**config.mk**
```make
export PLATFORM = sky130hd
export DESIGN_NAME = scancode_to_ascii_with_fifo
export DESIGN_NICKNAME = d
export VERILOG_FILES = /design/src/sca_pkg.sv /design/src/sca_keymap.sv /design/src/scancode_to_ascii_with_fifo.sv
export SDC_FILE = /design/constraint.sdc
export NUM_CORES = 2
export LEC_CHECK = 0
export BUFFER_PORTS_ARGS = -buffer_cell sky130_fd_sc_hd__buf_2
export CORE_ASPECT_RATIO = 0.75
export CORE_MARGIN = 2
export CORE_UTILIZATION = 35
export CTS_BUF_LIST = sky130_fd_sc_hd__clkbuf_16
export CTS_CLUSTER_SIZE = 30
export DETAILED_ROUTE_END_ITERATION = 8
export GPL_ROUTABILITY_DRIVEN = 1
export PLACE_DENSITY = 0.59
export SETUP_SLACK_MARGIN = 0.4
export SLEW_MARGIN = 15
export SYNTH_ARGS = -nofsm -noshare
export SYNTH_HDL_FRONTEND = slang
export SYNTH_SLANG_ARGS = --single-unit
```
**constraint.sdc**
```tcl
create_clock -name clk -period 75.2 [get_ports clk]
set_input_delay 7.52 -clock clk [delete_from_list [all_inputs] [get_ports clk]]
set_output_delay 7.52 -clock clk [all_outputs]
set_load 0.01 [all_outputs]
```
**src/sca_pkg.sv**
```systemverilog
package sca_pkg;

    localparam int FIFO_DEPTH = 256;
    localparam int ADDR_W     = $clog2(FIFO_DEPTH);

    typedef logic [ADDR_W-1:0] idx_t;
    typedef logic [6:0]        char_t;

    typedef struct packed {
        logic shift;
        logic ctrl;
        logic caps;
    } mods_t;

    localparam logic OP_SCAN = 1'b0;
    localparam logic OP_READ = 1'b1;

    localparam logic [1:0] SCROLL_NONE = 2'd0;
    localparam logic [1:0] SCROLL_UP   = 2'd1;
    localparam logic [1:0] SCROLL_DOWN = 2'd2;

    localparam logic [7:0] SC_PREFIX  = 8'hE0;
    localparam logic [6:0] SC_LSHIFT  = 7'h2A;
    localparam logic [6:0] SC_RSHIFT  = 7'h36;
    localparam logic [6:0] SC_CTRL    = 7'h1D;
    localparam logic [6:0] SC_CAPS    = 7'h3A;
    localparam logic [7:0] SC_PAGE_UP = 8'h49;
    localparam logic [7:0] SC_PAGE_DN = 8'h51;

    localparam char_t CH_LOWER_A = 7'h61;
    localparam char_t CH_LOWER_Z = 7'h7A;

    localparam char_t PLAIN_MAP [64] = '{
        7'h00, 7'h1B, 7'h31, 7'h32, 7'h33, 7'h34, 7'h35, 7'h36,
        7'h37, 7'h38, 7'h39, 7'h30, 7'h2D, 7'h3D, 7'h08, 7'h09,
        7'h71, 7'h77, 7'h65, 7'h72, 7'h74, 7'h79, 7'h75, 7'h69,
        7'h6F, 7'h70, 7'h5B, 7'h5D, 7'h0A, 7'h00, 7'h61, 7'h73,
        7'h64, 7'h66, 7'h67, 7'h68, 7'h6A, 7'h6B, 7'h6C, 7'h3B,
        7'h27, 7'h60, 7'h00, 7'h5C, 7'h7A, 7'h78, 7'h63, 7'h76,
        7'h62, 7'h6E, 7'h6D, 7'h2C, 7'h2E, 7'h2F, 7'h00, 7'h2A,
        7'h00, 7'h20, 7'h00, 7'h00, 7'h00, 7'h00, 7'h00, 7'h00
    };

    localparam char_t SHIFT_MAP [64] = '{
        7'h00, 7'h1B, 7'h21, 7'h40, 7'h23, 7'h24, 7'h25, 7'h5E,
        7'h26, 7'h2A, 7'h28, 7'h29, 7'h5F, 7'h2B, 7'h08, 7'h09,
        7'h51, 7'h57, 7'h45, 7'h52, 7'h54, 7'h59, 7'h55, 7'h49,
        7'h4F, 7'h50, 7'h7B, 7'h7D, 7'h0A, 7'h00, 7'h41, 7'h53,
        7'h44, 7'h46, 7'h47, 7'h48, 7'h4A, 7'h4B, 7'h4C, 7'h3A,
        7'h22, 7'h7E, 7'h00, 7'h7C, 7'h5A, 7'h58, 7'h43, 7'h56,
        7'h42, 7'h4E, 7'h4D, 7'h3C, 7'h3E, 7'h3F, 7'h00, 7'h2A,
        7'h00, 7'h20, 7'h00, 7'h00, 7'h00, 7'h00, 7'h00, 7'h00
    };

    function automatic idx_t sca_advance(input idx_t idx);
        idx_t res;
        if (idx == idx_t'(FIFO_DEPTH - 1))
        begin
            res = '0;
        end
        else
        begin
            res = idx + idx_t'(1);
        end
        return res;
    endfunction

endpackage

```
**src/sca_keymap.sv**
```systemverilog
module sca_keymap
    import sca_pkg::*;
(
    input  logic [7:0] code,
    input  mods_t      mods,
    output char_t      ch,
    output logic       ch_valid
);

    char_t base;
    char_t shifted;
    logic  alpha;
    logic  upper;

    always_comb
    begin
        base     = (code[7:6] == 2'b00) ? PLAIN_MAP[code[5:0]] : '0;
        shifted  = SHIFT_MAP[code[5:0]];
        alpha    = (base >= CH_LOWER_A) && (base <= CH_LOWER_Z);
        upper    = alpha ? (mods.shift ^ mods.caps) : mods.shift;
        ch       = upper ? shifted : base;
        if (mods.ctrl && alpha)
        begin
            ch = {2'b00, ch[4:0]};
        end
        ch_valid = (base != '0);
    end

endmodule

```
**src/scancode_to_ascii_with_fifo.sv**
```systemverilog
// Scancode set 1 to ASCII decoder with a character FIFO.
// The input channel (in_valid/in_ready) carries one item per transfer: with
// opcode 0 a raw scancode byte in scan_byte, with opcode 1 a request to pop
// one character. Every input transfer yields exactly one result transfer on
// the output channel (out_valid/out_ready) with char_out, has_data,
// scroll_event and dropped.
// Each item passes the memory read stage and then the output register
// before its result can transfer. Throughput is one item per cycle while
// the receiver takes results; the pace is set by the single-port character
// memory, which is written or read once per item with a registered read.
// The pipeline holds two items: when the receiver stalls, one more input is
// taken into the memory read stage, and in_ready then drops until the
// output register drains.
// Reset empties the FIFO and clears shift, ctrl, caps lock and the
// extended prefix. The FIFO holds FIFO_DEPTH-1 characters; a character
// decoded while it is full is discarded and reported through dropped.
module scancode_to_ascii_with_fifo
    import sca_pkg::*;
(
    input  logic       clk,
    input  logic       rst_n,
    input  logic       in_valid,
    output logic       in_ready,
    input  logic       opcode,
    input  logic [7:0] scan_byte,
    output logic       out_valid,
    input  logic       out_ready,
    output logic [6:0] char_out,
    output logic       has_data,
    output logic [1:0] scroll_event,
    output logic       dropped
);

    char_t mem [FIFO_DEPTH];
    char_t rdata_reg;

    idx_t  rd_idx_reg, rd_idx_next;
    idx_t  wr_idx_reg, wr_idx_next;
    mods_t mods_reg, mods_next;
    logic  prefix_reg, prefix_next;

    logic       a_valid_reg, a_valid_next;
    logic       a_read_reg;
    logic       a_has_reg;
    logic [1:0] a_scroll_reg;
    logic       a_drop_reg;

    logic       b_valid_reg, b_valid_next;
    char_t      b_char_reg;
    logic       b_has_reg;
    logic [1:0] b_scroll_reg;
    logic       b_drop_reg;

    logic       accept;
    logic       a_adv;
    logic       rd_en;
    logic       wr_en;
    logic       hit;
    logic [1:0] scroll;
    logic       drop;
    char_t      key_ch;
    logic       key_valid;

    sca_keymap u_keymap (
        .code     (scan_byte),
        .mods     (mods_reg),
        .ch       (key_ch),
        .ch_valid (key_valid)
    );

    assign a_adv    = a_valid_reg && (!b_valid_reg || out_ready);
    assign in_ready = !a_valid_reg || a_adv;
    assign accept   = in_valid && in_ready;

    always_comb
    begin
        rd_idx_next = rd_idx_reg;
        wr_idx_next = wr_idx_reg;
        mods_next   = mods_reg;
        prefix_next = prefix_reg;
        rd_en       = 1'b0;
        wr_en       = 1'b0;
        hit         = 1'b0;
        scroll      = SCROLL_NONE;
        drop        = 1'b0;
        if (accept)
        begin
            unique case (opcode)
                OP_READ:
                begin
                    if (rd_idx_reg != wr_idx_reg)
                    begin
                        rd_en       = 1'b1;
                        hit         = 1'b1;
                        rd_idx_next = sca_advance(rd_idx_reg);
                    end
                end
                OP_SCAN:
                begin
                    priority if (scan_byte == SC_PREFIX)
                    begin
                        prefix_next = 1'b1;
                    end
                    else if (prefix_reg)
                    begin
                        prefix_next = 1'b0;
                        if (!scan_byte[7] && scan_byte == SC_PAGE_UP)
                        begin
                            scroll = SCROLL_UP;
                        end
                        else if (!scan_byte[7] && scan_byte == SC_PAGE_DN)
                        begin
                            scroll = SCROLL_DOWN;
                        end
                    end
                    else if (scan_byte[7])
                    begin
                        if (scan_byte[6:0] == SC_LSHIFT || scan_byte[6:0] == SC_RSHIFT)
                        begin
                            mods_next.shift = 1'b0;
                        end
                        else if (scan_byte[6:0] == SC_CTRL)
                        begin
                            mods_next.ctrl = 1'b0;
                        end
                    end
                    else if (scan_byte[6:0] == SC_LSHIFT || scan_byte[6:0] == SC_RSHIFT)
                    begin
                        mods_next.shift = 1'b1;
                    end
                    else if (scan_byte[6:0] == SC_CTRL)
                    begin
                        mods_next.ctrl = 1'b1;
                    end
                    else if (scan_byte[6:0] == SC_CAPS)
                    begin
                        mods_next.caps = !mods_reg.caps;
                    end
                    else if (key_valid)
                    begin
                        if (sca_advance(wr_idx_reg) == rd_idx_reg)
                        begin
                            drop = 1'b1;
                        end
                        else
                        begin
                            wr_en       = 1'b1;
                            wr_idx_next = sca_advance(wr_idx_reg);
                        end
                    end
                    else
                    begin
                    end
                end
                default:
                begin
                end
            endcase
        end
    end

    always_comb
    begin
        a_valid_next = a_valid_reg;
        if (accept)
        begin
            a_valid_next = 1'b1;
        end
        else if (a_adv)
        begin
            a_valid_next = 1'b0;
        end
        b_valid_next = b_valid_reg;
        if (a_adv)
        begin
            b_valid_next = 1'b1;
        end
        else if (out_ready)
        begin
            b_valid_next = 1'b0;
        end
    end

    always_ff @(posedge clk)
    begin
        if (wr_en)
        begin
            mem[wr_idx_reg] <= key_ch;
        end
        if (rd_en)
        begin
            rdata_reg <= mem[rd_idx_reg];
        end
    end

    always_ff @(posedge clk or negedge rst_n)
    begin
        if (!rst_n)
        begin
            rd_idx_reg  <= '0;
            wr_idx_reg  <= '0;
            mods_reg    <= '0;
            prefix_reg  <= 1'b0;
            a_valid_reg <= 1'b0;
            b_valid_reg <= 1'b0;
        end
        else
        begin
            rd_idx_reg  <= rd_idx_next;
            wr_idx_reg  <= wr_idx_next;
            mods_reg    <= mods_next;
            prefix_reg  <= prefix_next;
            a_valid_reg <= a_valid_next;
            b_valid_reg <= b_valid_next;
        end
    end

    always_ff @(posedge clk)
    begin
        if (accept)
        begin
            a_read_reg   <= hit;
            a_has_reg    <= (rd_idx_next != wr_idx_next);
            a_scroll_reg <= scroll;
            a_drop_reg   <= drop;
        end
        if (a_adv)
        begin
            b_char_reg   <= a_read_reg ? rdata_reg : '0;
            b_has_reg    <= a_has_reg;
            b_scroll_reg <= a_scroll_reg;
            b_drop_reg   <= a_drop_reg;
        end
    end

    assign out_valid    = b_valid_reg;
    assign char_out     = b_char_reg;
    assign has_data     = b_has_reg;
    assign scroll_event = b_scroll_reg;
    assign dropped      = b_drop_reg;

endmodule

```
== Word-level counts from Yosys, hierarchy flattened ==
Memories as Yosys holds them, arrays and structs flattened. A register that Yosys moved wholly into a read port is not among the register bits.
Cells that the tools add are included.
W data, S select, Z words.
Storage, ports and cells
  memory bits (read-only): 896
  output and inout port bits: 13
  input bits: 13
  word-level logic and storage cells: 134
  RAM bits: 1792
  bits in registers: 38
  memories: 3
Cells by class
  equality and inequality tests: 12
  reduce and logical (&&, ||, !) cells: 24
  magnitude comparators: 3
  multiplexer cells: 64
  bitwise logic cells: 9
  $add $sub $neg: 2
Memory list
  mem: words 256, width 7, rd ports 1, clocked after Yosys merged registers in 1, wr ports 1, RTL line scancode_to_ascii_with_fifo.sv:34  | char_t mem [FIFO_DEPTH];
  (name not given): words 64, width 7, rd ports 1, clocked after Yosys merged registers in 0, wr ports 0, RTL line sca_keymap.sv:17  | base = (code[7:6] == 2'b00) ? PLAIN_MAP[code[5:0]] : '0;
  (name not given): words 64, width 7, rd ports 1, clocked after Yosys merged registers in 0, wr ports 0, RTL line sca_keymap.sv:18  | shifted = SHIFT_MAP[code[5:0]];
Operators by type and width (count)
  $mux W8: 24
  $mux W7: 7
  $mux W1: 30
  $eq A8 B8 Y1 const B: 3
  $eq A7 B6 Y1 const B: 3
  $add A8 B1 Y8 const B: 2
  $eq A8 B7 Y1 const B: 2
  $ne A8 B8 Y1: 2
  $ge A7 B7 Y1 const B: 2
  $eq A8 B8 Y1: 1
  $reduce_and A8 Y1: 1
  $reduce_or A8 Y1: 1
  $eq A7 B5 Y1 const B: 1
  $le A7 B7 Y1 const B: 1
  $not A1 Y1: 7
  $not A6 Y7: 1
  $reduce_bool A7 Y1: 1
  $logic_and A1 B1 Y1: 6
  $mux W2: 3
  $reduce_and A6 Y1: 1
  $reduce_and A5 Y1: 1
  $logic_not A1 Y1: 4
  $reduce_bool A2 Y1: 2
  $reduce_or A4 Y1: 1
  other kinds (5): 7

== Logic depth before layout (Yosys ltp) ==
  word-level depth: 28
  gate-level depth with buffers: 16
  depth with buffers taken out: 12

== By module ==
Synthesis repeated with hierarchy kept, for this count alone.
Unflattened totals
  cell total of the unflattened synthesis: 3317
  area, all modules: 73331.6 sq um
Modules (own cells, without submodules)
  scancode_to_ascii_with_fifo: cells an instance 3128, instances 1, sequential area each 55052.8 sq um, area an instance 71828.9 sq um
  sca_keymap: cells an instance 189, instances 1, sequential area each 0.0 sq um, area an instance 1502.7 sq um

== Least setup slack after synthesis ==
No wires, ideal clock.
  path type: input to register
  start point: input scan_byte[1]
  end point: memory mem[0][6] (netlist name), data pin
  stages: 13
  setup time: 4.466 ns
  required time: 70.734 ns
  path buffers: 1
  arrival: 31.719 ns
  setup slack: 39.015 ns
  cells stage by stage: clkbuf_1 -> inv_1 -> ha_1 -> inv_1 -> mux4_2 -> nor4b_1 -> a211o_1 -> nand4_1 -> o211ai_1 -> a31oi_1 -> nand2_1 -> xnor2_1 -> a2111oi_0
Between the ends
  longest elaborated chain between the ends: 10
  elaborated cells on any way between the ends: 15
  classes of those cells: order compare: 2; mux: 8; bitwise: 1; reduce/logical: 2; memory: 2
RTL lines
  start: declaration: RTL line scancode_to_ascii_with_fifo.sv:25  | input logic [7:0] scan_byte,
  $not A6 Y7 (not written as such) (*): RTL line sca_keymap.sv:17, sca_keymap.sv:18
  $mem_v2 Z64 W7
  $mux W7 (not written as such) (2 in a row): RTL line sca_keymap.sv:17
  $mux W7: RTL line sca_keymap.sv:17
  $ge A7 B7 Y1 / $le A7 B7 Y1 (equally long branches): RTL line sca_keymap.sv:19  | alpha = (base >= CH_LOWER_A) && (base <= CH_LOWER_Z);
  $logic_and A1 B1 Y1: RTL line sca_keymap.sv:19
  $mux W1: RTL line sca_keymap.sv:20  | upper = alpha ? (mods.shift ^ mods.caps) : mods.shift;
  $mux W7: RTL line sca_keymap.sv:21  | ch = upper ? shifted : base;
  $mux W7 (*): RTL line sca_keymap.sv:22  | if (mods.ctrl && alpha)
  net key_ch[6]: RTL line scancode_to_ascii_with_fifo.sv:61  | char_t key_ch;
  end: declaration: RTL line scancode_to_ascii_with_fifo.sv:34
The timed path passes the listed nets; every way through them passes the cells marked *. The select of a mux whose other input is x is not followed.

== Worst setup path after layout ==
  start point: input out_ready
  end point: output in_ready
Between the ends
  longest elaborated chain between the ends: 3
RTL lines
  start: declaration: RTL line scancode_to_ascii_with_fifo.sv:27  | input logic out_ready,
  $logic_or A1 B1 Y1: RTL line scancode_to_ascii_with_fifo.sv:71  | assign a_adv = a_valid_reg && (!b_valid_reg || out_ready);
  $logic_and A1 B1 Y1: RTL line scancode_to_ascii_with_fifo.sv:71
  $logic_or A1 B1 Y1: RTL line scancode_to_ascii_with_fifo.sv:72  | assign in_ready = !a_valid_reg || a_adv;
  end: declaration: RTL line scancode_to_ascii_with_fifo.sv:23  | output logic in_ready,
No other way between the ends.

==> impl_results.md <==
- RSZ-0062 raised after global routing: false
- Via density: 5.42
- Multiplexer share of the synthesized area: 0.186
- Routed WL: 175000 microns
- Iter 0 DRT Violations: 4434
- Synth Instances: 3312
- Area growth syn-to-layout: 11.9%
- DIE AREA: 212000 sq um
- Clk_lat worst skew: 0.83 ns
- First-pass GRT wire length: 252000 microns
- Critical Path AT: 7.98 ns
- Drt drc: 0
- Synthesized area per cell: 22.1 sq um
- Top Layer Used: met5
- HPWL after DPL: 103000 microns
- Layout net count: 3399
- Root buffer cell: clkbuf_16
- DR vias: 34100
- CTS tree: done
- Outcome: finished, final reports clean
- Min Tclk post-route: 15.50 ns
- CTS resizes: 0
- FMAX: 64.5 MHz
- Setup Fix Bufs, Post-CTS: 0
- Mapped Area: 73100 sq um
- Met2 wire len: 78100 microns
- Cell mode on critical path: buf_2
- Syn Nets: 3343
- Number of max-cap violations: 0
- Filler Cell Count: 18400
- Port Buffers: 25
- Post-synth EDFFs: 1815
- Wl on met1: 76800 microns
- Endpoint type of the worst setup path: output port
- Final setup fails: 0
- Peak per-stage delay on the critical path: 0.19 ns
- Io pins: 26
- WL met3: 16500 microns
- Starting density of the core: 0.351
- Sum Neg Setup Slack: 0 ns
- Synth Area in XOR/XNOR: 0.00308
- CP Launch Type: primary input
- CTS Hold Buffers Added: 0
- Top FF cell, synth: edfxtp_1
- Synth top area cells: edfxtp_1, mux4_2, nor2_1
- Pin count of the biggest net entering global routing: 217
- Main combinational cell family by area after synthesis: multiplexers
- Most frequent cells in the layout: edfxtp_1, mux4_2, nor2_1
- P_leak: 24.9 nW
- Period utilisation layout: 0.206
- Yosys top cell area share: 0.746
- Share of cells above drive strength 1: 0.269
- Post-synthesis simple-gate area fraction: 0.0287
- Max Slew Vio Count: 0
- Initial antenna violation count: 16
- Post-route insts no fill: 6290
- Critical path buffers and inverters: 2
- Core footprint: 208000 sq um
- Die H: 400 microns
- Vias in the first global route: 33800
- Distinct cells, synth: 80
- Total CTS buffers: 173
- FP Rows: 145
- Post-layout util: 0.393
- GPL Wtd Cong: 0.793
- Chip Width: 532 microns
- Rel. slew slack: 0.153
- Worst-case clock skew: 0.0562 ns
- Placed cell count: 5985
- Power, Total: 2.77 mW
- CP Class: in -> out
- Sink Count: 1837
- Clk buf depth: 4
- Worst-path clk slew: 0.07 ns
- Worst-Margin Slew: 1.27 ns
- Yosys reg bits: 1837
- Drt first pass iters: 7
- Pwr Density: 33.9 nW/um^2
- WL per Instance: 27.9 microns
- Total global-route track usage: 0.163
- Post-synth top area cell: edfxtp_1
- VDD IR max: 31.4 uV
- Sequential fraction of the synthesis area: 0.753
- H-tree depth: 4
- CP Cell Sequence: buf_2, nand3b_1, buf_2
- CP delay by family, top: buffers and inverters
- Final Hold Vio Count: 0
- Compound-gate portion of the synthesized area: 0.0124
- CP max-delay cell: nand3b_1
- Adder-Cell Fraction of Synth Area: 0.00308
- Worst-path fanout max: 3
- GRT overflow: 0
- Warnings from Yosys: 0
- Hold Crit Class: reg -> reg
- Required @ worst endpoint: 67.68 ns
- Post-DRT Antenna Nets: 0
- Asr flop ratio synth: 0.0120
- Max reg flops: 1792
- Most common cell after layout, fill and taps aside: edfxtp_1
[final cells by class]
class | instances | area, sq um | share of cell area
clock inverter | 120 | 860 | 0.0105
antenna | 10 | 25.0 | 0.000306
clock buffer | 174 | 4350 | 0.0533
tap | 2793 | 3490 | 0.0428
timing repair buffer | 84 | 667 | 0.00816
inverter | 22 | 82.6 | 0.00101
multi-input combinational | 1250 | 17200 | 0.210
sequential | 1837 | 55100 | 0.674
[per-stage QoR]
stage / cell area [sq um] / setup slack [ns] / hold slack, ns
final: 81700 / 59.70 / 0.425
after detailed placement: 76500 / 59.70 / 0.407
after floorplan: 73100 / 39.02 / 0.400
after global placement: 76500 / 59.68 / 0.413
after global routing: 81700 / 59.68 / 0.431
after CTS: 81700 / 59.71 / 0.424
[final timing paths]
kind	startpoint	to	slack, ns	cells after the start
setup / recovery	out_ready	in_ready	59.70	3
hold / removal	a_scroll_reg[0]	scroll_event[0]	0.42	0
setup reg to reg	rd_idx_reg[0]	rdata_reg[6]	69.05	7
hold reg to reg	a_scroll_reg[0]	scroll_event[0]	0.42	0
max in group asynchronous	rst_n	rd_idx_reg[0]	67.97	1
min in group asynchronous	rst_n	out_valid	6.71	1
[power breakdown]
| group | internal (mW) | switching [mW] |
|---|---|---|
| clock network | 0.462 | 0.370 |
| logic | 0.352 | 0.406 |
| registers | 1.15 | 0.0276 |
| total | 1.97 | 0.804 |
[worst register-to-register path: cells and delay by family (launching register included)]
| family | cells | cell delay (ns) |
|---|---|---|
| flops | 1 | 0.87 |
| mux | 4 | 2.69 |
| buf+inv | 3 | 2.32 |
[cells in the mapped netlist (all sizes together) (3+ instances only)]
master	n
or2	4
a21oi	29
dfrtp	22
nand3b	3
and2	19
or3	5
nor2	288
and4	4
nand2b	9
o221ai	4
a211oi	12
ha	18
mux2i	16
a2bb2oi	3
nor3	10
nor4b	4
xor2	15
o41ai	3
o21ai	26
nor2b	17
inv	22
and3	7
o22ai	3
or4	5
xnor2	8
mux2	7
clkbuf	87
o31ai	9
edfxtp	1815
buf	116
a32oi	3
nand4	10
nand3	26
a31oi	10
mux4	593
nand2	45
[routing by layer]
layer  track usage  vias up
met5             0        -
met4        0.0384       10
met2         0.239     1369
met1         0.243    18400
met3        0.0443      254
li1              -    14100
[cells by family after synthesis]
family,count (synthesis)
flops,1837
simple gates,464
fa+ha+maj,18
mux,616
buf+inv,225
xor+xnor,24
compound gates,128
Power figures use the tool's default switching activity.
